<file path="config.mk">
export PLATFORM = sky130hd
export DESIGN_NAME = lrnk_ctrl
export DESIGN_NICKNAME = d
export VERILOG_FILES = /design/src/rtl/core/lrnk_pkg.sv /design/src/rtl/core/lrnk_ctrl.sv
export SDC_FILE = /design/constraint.sdc
export NUM_CORES = 1
export LEC_CHECK = 0
export BUFFER_PORTS_ARGS = -buffer_cell sky130_fd_sc_hd__buf_4
export CAP_MARGIN = 20
export CORE_AREA = 10 10 47 49
export CTS_BUF_LIST = sky130_fd_sc_hd__clkbuf_16
export CTS_CLUSTER_DIAMETER = 80
export DETAILED_ROUTE_END_ITERATION = 8
export DIE_AREA = 0 0 57 59
export RECOVER_POWER = 25
export SLEW_MARGIN = 25
export SYNTH_ARGS = -nofsm -noshare
export SYNTH_HDL_FRONTEND = slang
export SYNTH_SLANG_ARGS = --single-unit
</file>
<file path="constraint.sdc">
create_clock -name clock -period 2.83 [get_ports clock]
set_clock_uncertainty 0.15 [all_clocks]
set_input_delay 0.566 -clock clock [delete_from_list [all_inputs] [get_ports clock]]
set_output_delay 0.566 -clock clock [all_outputs]
set_load 0.005 [all_outputs]
</file>
<file path="src/rtl/core/lrnk_pkg.sv">
`default_nettype none
// ----------------------------------------------------------------------------
// Light registry nearest-K package
// Shared types, request and status codes and sizing constants.
// ----------------------------------------------------------------------------
package lrnk_pkg;

   localparam int REGISTRY_DEPTH_DEF  = 32;
   localparam int BEST_LIST_DEPTH_DEF = 8;
   localparam int RESULT_CAP          = 8;
   localparam logic [31:0] ONE_Q16    = 32'h0001_0000;

   typedef enum logic [1:0] {
      REQ_REGISTER = 2'd0,
      REQ_CLEAR    = 2'd1,
      REQ_QUERY    = 2'd2,
      REQ_UNUSED   = 2'd3
   } req_code_type;

   typedef enum logic [1:0] {
      ST_OK    = 2'd0,
      ST_FULL  = 2'd1,
      ST_NONE  = 2'd2,
      ST_SPARE = 2'd3
   } status_code_type;

   typedef struct packed {
      logic [1:0]         req_type;
      logic signed [31:0] pos_x;
      logic signed [31:0] pos_y;
      logic signed [31:0] pos_z;
      logic [31:0]        light_radius;
   } req_type_type;

   typedef struct packed {
      logic [1:0]  status;
      logic [4:0]  light_index;
      logic [31:0] score;
      logic [3:0]  found_count;
      logic        last_result;
   } rsp_type_type;

   typedef enum logic [3:0] {
      CMD_NONE,
      CMD_REGISTER,
      CMD_CLEAR,
      CMD_LOAD_QUERY,
      CMD_READ_LIGHT,
      CMD_DIFF,
      CMD_SQUARE,
      CMD_SUM,
      CMD_DIV_START,
      CMD_DIV_STEP,
      CMD_INSERT,
      CMD_EMIT
   } dp_cmd_type;

   typedef struct packed {
      dp_cmd_type cmd;
   } dp_ctrl_type;

   typedef struct packed {
      logic scan_done;
      logic div_done;
      logic emit_done;
   } dp_status_type;

endpackage
`default_nettype wire

</file>
<file path="src/rtl/core/lrnk_ctrl.sv">
`default_nettype none
// ----------------------------------------------------------------------------
// Light registry controller
// Sequences register, clear and query requests over the datapath.
// ----------------------------------------------------------------------------
module lrnk_ctrl (
   input  wire logic                   clock,
   input  wire logic                   reset,
   input  wire logic                   start,
   input  wire logic [1:0]             req_code,
   input  wire lrnk_pkg::dp_status_type stat,
   output logic                        busy,
   output lrnk_pkg::dp_ctrl_type       ctrl
);
   import lrnk_pkg::*;

   typedef enum logic [3:0] {
      S_IDLE, S_REG, S_READ, S_DIFF, S_SQ, S_SUM, S_DSTART, S_DIV, S_INS, S_EMIT
   } state_type;

   state_type state_ff, state_in;

   always_comb begin
      state_in = state_ff;
      ctrl.cmd = CMD_NONE;
      case (state_ff)
         S_IDLE: begin
            if (start) begin
               case (req_code)
                  REQ_REGISTER: begin
                     ctrl.cmd = CMD_REGISTER;
                     state_in = S_REG;
                  end
                  REQ_CLEAR: ctrl.cmd = CMD_CLEAR;
                  REQ_QUERY: begin
                     ctrl.cmd = CMD_LOAD_QUERY;
                     state_in = S_READ;
                  end
                  default: ;
               endcase
            end
         end
         S_REG: state_in = S_IDLE;
         S_READ: begin
            if (stat.scan_done) begin
               state_in = S_EMIT;
            end else begin
               ctrl.cmd = CMD_READ_LIGHT;
               state_in = S_DIFF;
            end
         end
         S_DIFF: begin
            ctrl.cmd = CMD_DIFF;
            state_in = S_SQ;
         end
         S_SQ: begin
            ctrl.cmd = CMD_SQUARE;
            state_in = S_SUM;
         end
         S_SUM: begin
            ctrl.cmd = CMD_SUM;
            state_in = S_DSTART;
         end
         S_DSTART: begin
            ctrl.cmd = CMD_DIV_START;
            state_in = S_DIV;
         end
         S_DIV: begin
            ctrl.cmd = CMD_DIV_STEP;
            if (stat.div_done) begin
               state_in = S_INS;
            end
         end
         S_INS: begin
            ctrl.cmd = CMD_INSERT;
            state_in = S_READ;
         end
         S_EMIT: begin
            ctrl.cmd = CMD_EMIT;
            if (stat.emit_done) begin
               state_in = S_IDLE;
            end
         end
         default: state_in = S_IDLE;
      endcase
   end

   always_ff @(posedge clock) begin
      if (reset) begin
         state_ff <= S_IDLE;
      end else begin
         state_ff <= state_in;
      end
   end

   assign busy = (state_ff != S_IDLE);

endmodule
`default_nettype wire

</file>
Word level (Yosys, flattened, before mapping)
Cells that the tools add are included.
Word-level totals
  register bits after elaboration: 4
  input bits: 8
  output and inout bits: 5
  word-level logic and storage cells: 29
Operators by class
  equal/unequal tests: 14
  mux-type cells: 10
  reductions and logical operators: 4
Operators by type and width (number)
  4-bit one-hot mux with 9 select lines: 2
  4-bit by 3-bit equality test with 1-bit output (second input constant): 4
  4-bit two-way mux: 4
  4-bit by 2-bit equality test with 1-bit output (second input constant): 2
  4-bit equality test (second input constant): 2
  4-bit one-hot mux with 2 select lines: 1
  2-bit != test (second input constant): 3
  2-bit one-hot mux with 3 select lines: 1
  4-bit zero test: 1
  4-bit AND reduction: 1
  4-bit nonzero test: 1
  3-bit two-way mux: 1
  3-bit by 1-bit != test with 1-bit output (second input constant): 1
  2-bit by 1-bit equality test with 1-bit output (second input constant): 1
  2-bit equality test (second input constant): 1
  2-bit zero test: 1
  2-bit two-way mux: 1

Longest topological paths before layout
Gate-level depths: netlist (run 1).
  depth after elaboration: 4
  depth in mapped cells: 5
  gate-level depth less buffers: 5

Worst setup path after synthesis (run 1)
Ideal clock, no wire load.
  path type: input to output
  start point: in req_code[0]
  end point: out ctrl[1] in the netlist's numbering
  arrival time: 1.221 ns
  required time: 2.114 ns
  path slack: 0.893 ns
  stages: 4
  buffers on the path: 0
  cells stage by stage: inv_1 ha_1 a311oi_1 a211oi_1
RTL lines
  start: declaration: RTL line lrnk_ctrl.sv:10  | input wire logic [1:0] req_code,
  end: declaration: RTL line lrnk_ctrl.sv:13  | output lrnk_pkg::dp_ctrl_type ctrl

==> results of run 1 <==
[worst max-delay path by stage]
stage	to	cells after the start	slack, ps	startpoint
global placement	ctrl[1]	6	630	req_code[0]
finish	ctrl[1]	6	630	req_code[0]
floorplan	ctrl[1]	4	890	req_code[0]
CTS	ctrl[1]	6	620	req_code[0]
global route	ctrl[1]	6	480	req_code[0]
detailed placement	ctrl[1]	6	620	req_code[0]
[final cells by class]
type	instances	area share, %
flip-flops and latches	4	14.7
well taps	16	3.68
multi-input cells	40	47.8
clock buffers	3	13.8
repair buffers	12	16.6
inverters	5	3.45
[Yosys cell counts (all sizes together), types with 2 or more instances]
library cell  number
o21ai              6
clkbuf             2
nor2b              3
nand2b             2
a31oi              2
a21oi              4
ha                 2
nand2              5
nor3               2
dfxtp              4
nor2               2
buf                2
inv                5
[per-layer routing]
layer / vias up / part of all wire, % / global-route usage, %
met5: - / 0 / 0
met4: 0 / 0 / 2.01
met3: 0 / 4.2 / 3.22
met2: 11 / 52 / 9.46
met1: 204 / 44 / 8.03
li1: 216 / - / -
[where the power goes]
part / switching, mW / internal [mW]
logic: 0.0204 / 0.0274
registers: 0.00772 / 0.0595
clock network: 0.0373 / 0.180
[worst max-delay path: cells and delay by family]
kind / cells / cell delay (ps)
fa+ha+maj: 1 / 230
compound gates: 2 / 340
buf+inv: 3 / 340
[metrics by stage]
| step | util, % | cell area [sq um] | hold slack, ps | cells |
|---|---|---|---|---|
| after global placement | 34.0 | 477 | 524 | 77 |
| final | 38.8 | 544 | 531 | 80 |
| after CTS | 39.4 | 552 | 491 | 80 |
| after global routing | 38.8 | 544 | 570 | 80 |
| after detailed placement | 34.0 | 477 | 524 | 77 |
| after floorplan | - | 387 | 479 | 53 |
[kinds of logic after synthesis]
logic type | share of synthesized area (%)
AOI/OAI and AO/OA | 30.4
adders and majority gates | 6.47
buffers and inverters | 10.0
DFF | 20.7
and+or+nand+nor | 32.4
==> results_dict.tcl, run 1 <==
set metrics [dict create \
    nets 76 \
    netlist.area_leader.share_pct 20.7 \
    finalWorstSetupSlack_ps 631 \
    ys_ff_latch 4 \
    top_regs "state_ff: 4 flops" \
    whs_path_depth 2 \
    start_util_pct 27.6 \
    postRouteAntennaNets 0 \
    largest_reg_flops 4 \
    drc 0 \
    gr-usage-all-layers_pct 6.47 \
    drtPass1Iterations 4 \
    mostFrequentLayoutCells "12 x buf_4, 6 x o21ai_0, 5 x nand2_1, 5 x inv_1" \
    holdBufCountCts 0 \
    drv_slew 0 \
    syn_area_sq_um 387 \
    r2r-start "state_ff[3]" \
    io_buffers 12 \
    clock_latency_ps 220 \
    r2r_slack_ps 1110 \
    seqCellArea_sq_um 80.1 \
    dp_slack_ps 623 \
    setup_viol 0 \
    die-area_sq_um 3360 \
    post_cts_buffers 0 \
    design.core.area_sq_um 1400 \
    clockBufferDepth 2 \
    cts_buffers 3 \
    synthArstFlopShare_pct 0 \
    end_kind "primary output" \
    criticalPathCategory "in -> out" \
    worstMarginPinSlew_ps 457 \
    cts_resized 0 \
    startpoint_type "input port" \
    hold_path_end "state_ff[2]" \
    min_from "state_ff[0]" \
    fill_cells 157 \
    grt_pass1_vias 390 \
    die_h_um 59 \
    num_vias 431 \
    cts_sinks 4 \
    required_ps 2110 \
    synthTopCellsByArea "dfxtp_1 21%, ha_1 6.5%, o21ai_0 6.5%" \
    avgSynthCellArea_sq_um 7.29 \
    drtIter0Drc 9 \
    crit_chain "buf_4, inv_1, ha_1, a311oi_1, a211oi_1, buf_4" \
    drive_above_1_share_pct 26.6 \
    status "finished clean" \
    slowest_delay_ps 260 \
    root_buffer "clkbuf_16" \
    syn_to_final_growth_pct 40.8 \
    antenna_found_initial 0 \
    ys_seq_area_share_pct 20.7 \
    cp_data_arrival_time_ps 1480 \
    cts_tree "built" \
    max-vdd-ir-drop_mv 0.464 \
    gp_congestion 0.718 \
    grt_max_degree 16 \
    clock.fmax_mhz 455 \
    multi_input_area_sq_um 260 \
    synthFlopType "dfxtp_1" \
    maxSlewHeadroom_pct 69.5 \
    num_antenna_cells 0 \
    routed_wl_um 1020 \
    cap_violations 0 \
    htreeDepth 1 \
    final_common_cell "buf_4" \
    crit_path_frequent_cell "buf_4" \
    clk_pin_slew_ps 30 \
    critPathSlowestCell "a311oi_1" \
    place_hpwl_um 766 \
    p_per_area_nw_per_um2 611 \
    ios 13 \
    worstPathMaxFanout 3 \
    fp.dieW_um 57 \
    r2r-end "state_ff[1]" \
    synth_top_area_cell "dfxtp_1" \
    power.leakage_nw 0.249 \
    top_register "state_ff" \
    grt_setup_unrepaired "false" \
    min_path_type "reg -> reg" \
    min_period_ps 2200 \
    grt_pass1_wl_um 1790 \
    finalSetupTns_ps 0 \
    fin_crit_sh_pct 77.7 \
    hold_violations 0 \
    ys_types 27 \
    worst-r2r-cell-count 3 \
    syn_nets 63 \
    yosysWarnings 0 \
    synth_edf_count 0 \
    rows 14 \
    post_drt_wl_per_cell_um 12.8 \
    grt_overflow 0 \
    via_per_inst 5.39 \
    syn_inst 53 \
    p_total_uw 333 \
]
(Power assumes the default switching activity.)
==> run 2: changes to the inputs <==
==> constraint.sdc (replaced) <==
create_clock -name clock -period 2.3 [get_ports clock]
set_clock_uncertainty 0.15 [all_clocks]
set_input_delay 0.46 -clock clock [delete_from_list [all_inputs] [get_ports clock]]
set_output_delay 0.46 -clock clock [all_outputs]
set_load 0.005 [all_outputs]
==> results_dict.tcl, run 2 (synthesis results as in run 1) <==
set metrics [dict create \
    status "finished clean" \
    mostFrequentLayoutCells "12 x buf_4, 6 x o21ai_0, 5 x nand2_1, 5 x inv_1" \
    grt_pass1_wl_um 1900 \
    gr-usage-all-layers_pct 6.79 \
    holdBufCountCts 0 \
    design.core.area_sq_um 1400 \
    end_kind "primary output" \
    instances_no_fill 80 \
    final_common_cell "buf_4" \
    ios 13 \
    place_hpwl_um 772 \
    cap_violations 0 \
    die-area_sq_um 3360 \
    rows 14 \
    die_h_um 59 \
    seqCellArea_sq_um 80.1 \
    drive_above_1_share_pct 26.6 \
    grt_pass1_vias 433 \
    hold_violations 0 \
    postRouteAntennaNets 0 \
    cts_tree "built" \
    fp.dieW_um 57 \
    post_cts_buffers 0 \
    finalSetupTns_ps 0 \
    drv_slew 0 \
    multi_input_area_sq_um 260 \
    num_vias 424 \
    fill_cells 159 \
    setup_viol 0 \
    clock_latency_ps 220 \
    cp_data_arrival_time_ps 1450 \
    htreeDepth 1 \
    routed_wl_um 1100 \
    grt_overflow 0 \
    p_total_uw 409 \
    worstMarginPinSlew_ps 479 \
    worstPathMaxFanout 15 \
    start_util_pct 27.6 \
    maxSlewHeadroom_pct 68.0 \
    min_from "reset" \
    via_per_inst 5.30 \
    startpoint_type "flip-flop" \
    num_antenna_cells 0 \
    clockBufferDepth 2 \
    nets 76 \
    max-vdd-ir-drop_mv 0.471 \
    antenna_found_initial 0 \
    criticalPathCategory "reg -> out" \
    grt_max_degree 16 \
    required_ps 1690 \
    root_buffer "clkbuf_16" \
    top_regs "state_ff: 4 flops" \
    post_drt_wl_per_cell_um 13.8 \
    r2r-start "state_ff[3]" \
    drtIter0Drc 6 \
    clock.fmax_mhz 487 \
    holdWs_ps 441 \
    drtPass1Iterations 4 \
    gp_congestion 0.765 \
    top_register "state_ff" \
    cts_sinks 4 \
    fin_crit_sh_pct 89.4 \
    crit_start "state_ff[2]" \
    power.leakage_nw 0.249 \
    largest_reg_flops 4 \
    io_buffers 12 \
    p_per_area_nw_per_um2 752 \
    min_path_type "in -> reg" \
    cts_resized 0 \
    dp.cells 77 \
    syn_to_final_growth_pct 40.8 \
    clk_pin_slew_ps 30 \
    drc 0 \
    grt_setup_unrepaired "false" \
    cts_buffers 3 \
    min_period_ps 2060 \
]
[run 2: cell counts in the layout (fill, tap and decap cells not counted)]
No cell type changed its count.
[run 2: path summary, 6_finish.rpt]
| check | slack [ps] | depth (start not counted) | to |
|---|---|---|---|
| worst max-delay path | 240 | 4 | ctrl[0] |
| worst min-delay path | 440 | 3 | state_ff[3] |
| worst min register to register | 560 | 2 | state_ff[2] |
| worst max register to register | 590 | 3 | state_ff[2] |
[run 2: area by class of cell]
class / instances / share of cell area, %
Clock buffer: 3 / 13.8
Inverter: 5 / 3.45
Multi-Input combinational cell: 40 / 47.8
Sequential cell: 4 / 14.7
Tap cell: 16 / 3.68
Timing Repair Buffer: 12 / 16.6
[run 2: report_power, final]
part	switching [mW]	internal, mW
Clock	0.0447	0.222
Sequential	0.0102	0.0733
Combinational	0.0254	0.0338
[run 2: routing by layer]
layer	GRT usage [%]	up-vias	wire (um)
li1	-	215	-
met1	7.74	192	438
met2	11.0	15	566
met3	2.58	2	81
met4	3.02	0	17
met5	0	-	0
[run 2: through the flow]
stage	utilization (%)	area, sq um	worst slack, ps
3_3_place_gp	34.0	477	304
5_1_grt	38.8	544	83.9
3_5_place_dp	34.0	477	291
6_report	38.8	544	245
4_1_cts	39.4	552	241
2_1_floorplan	-	387	575
[run 2: worst max-delay path: stages, from the launching register on]
cell and delay (ps):
dfxtp_1 440, nor2_1 320, nand4_1 140, a31oi_1 190, buf_4 130
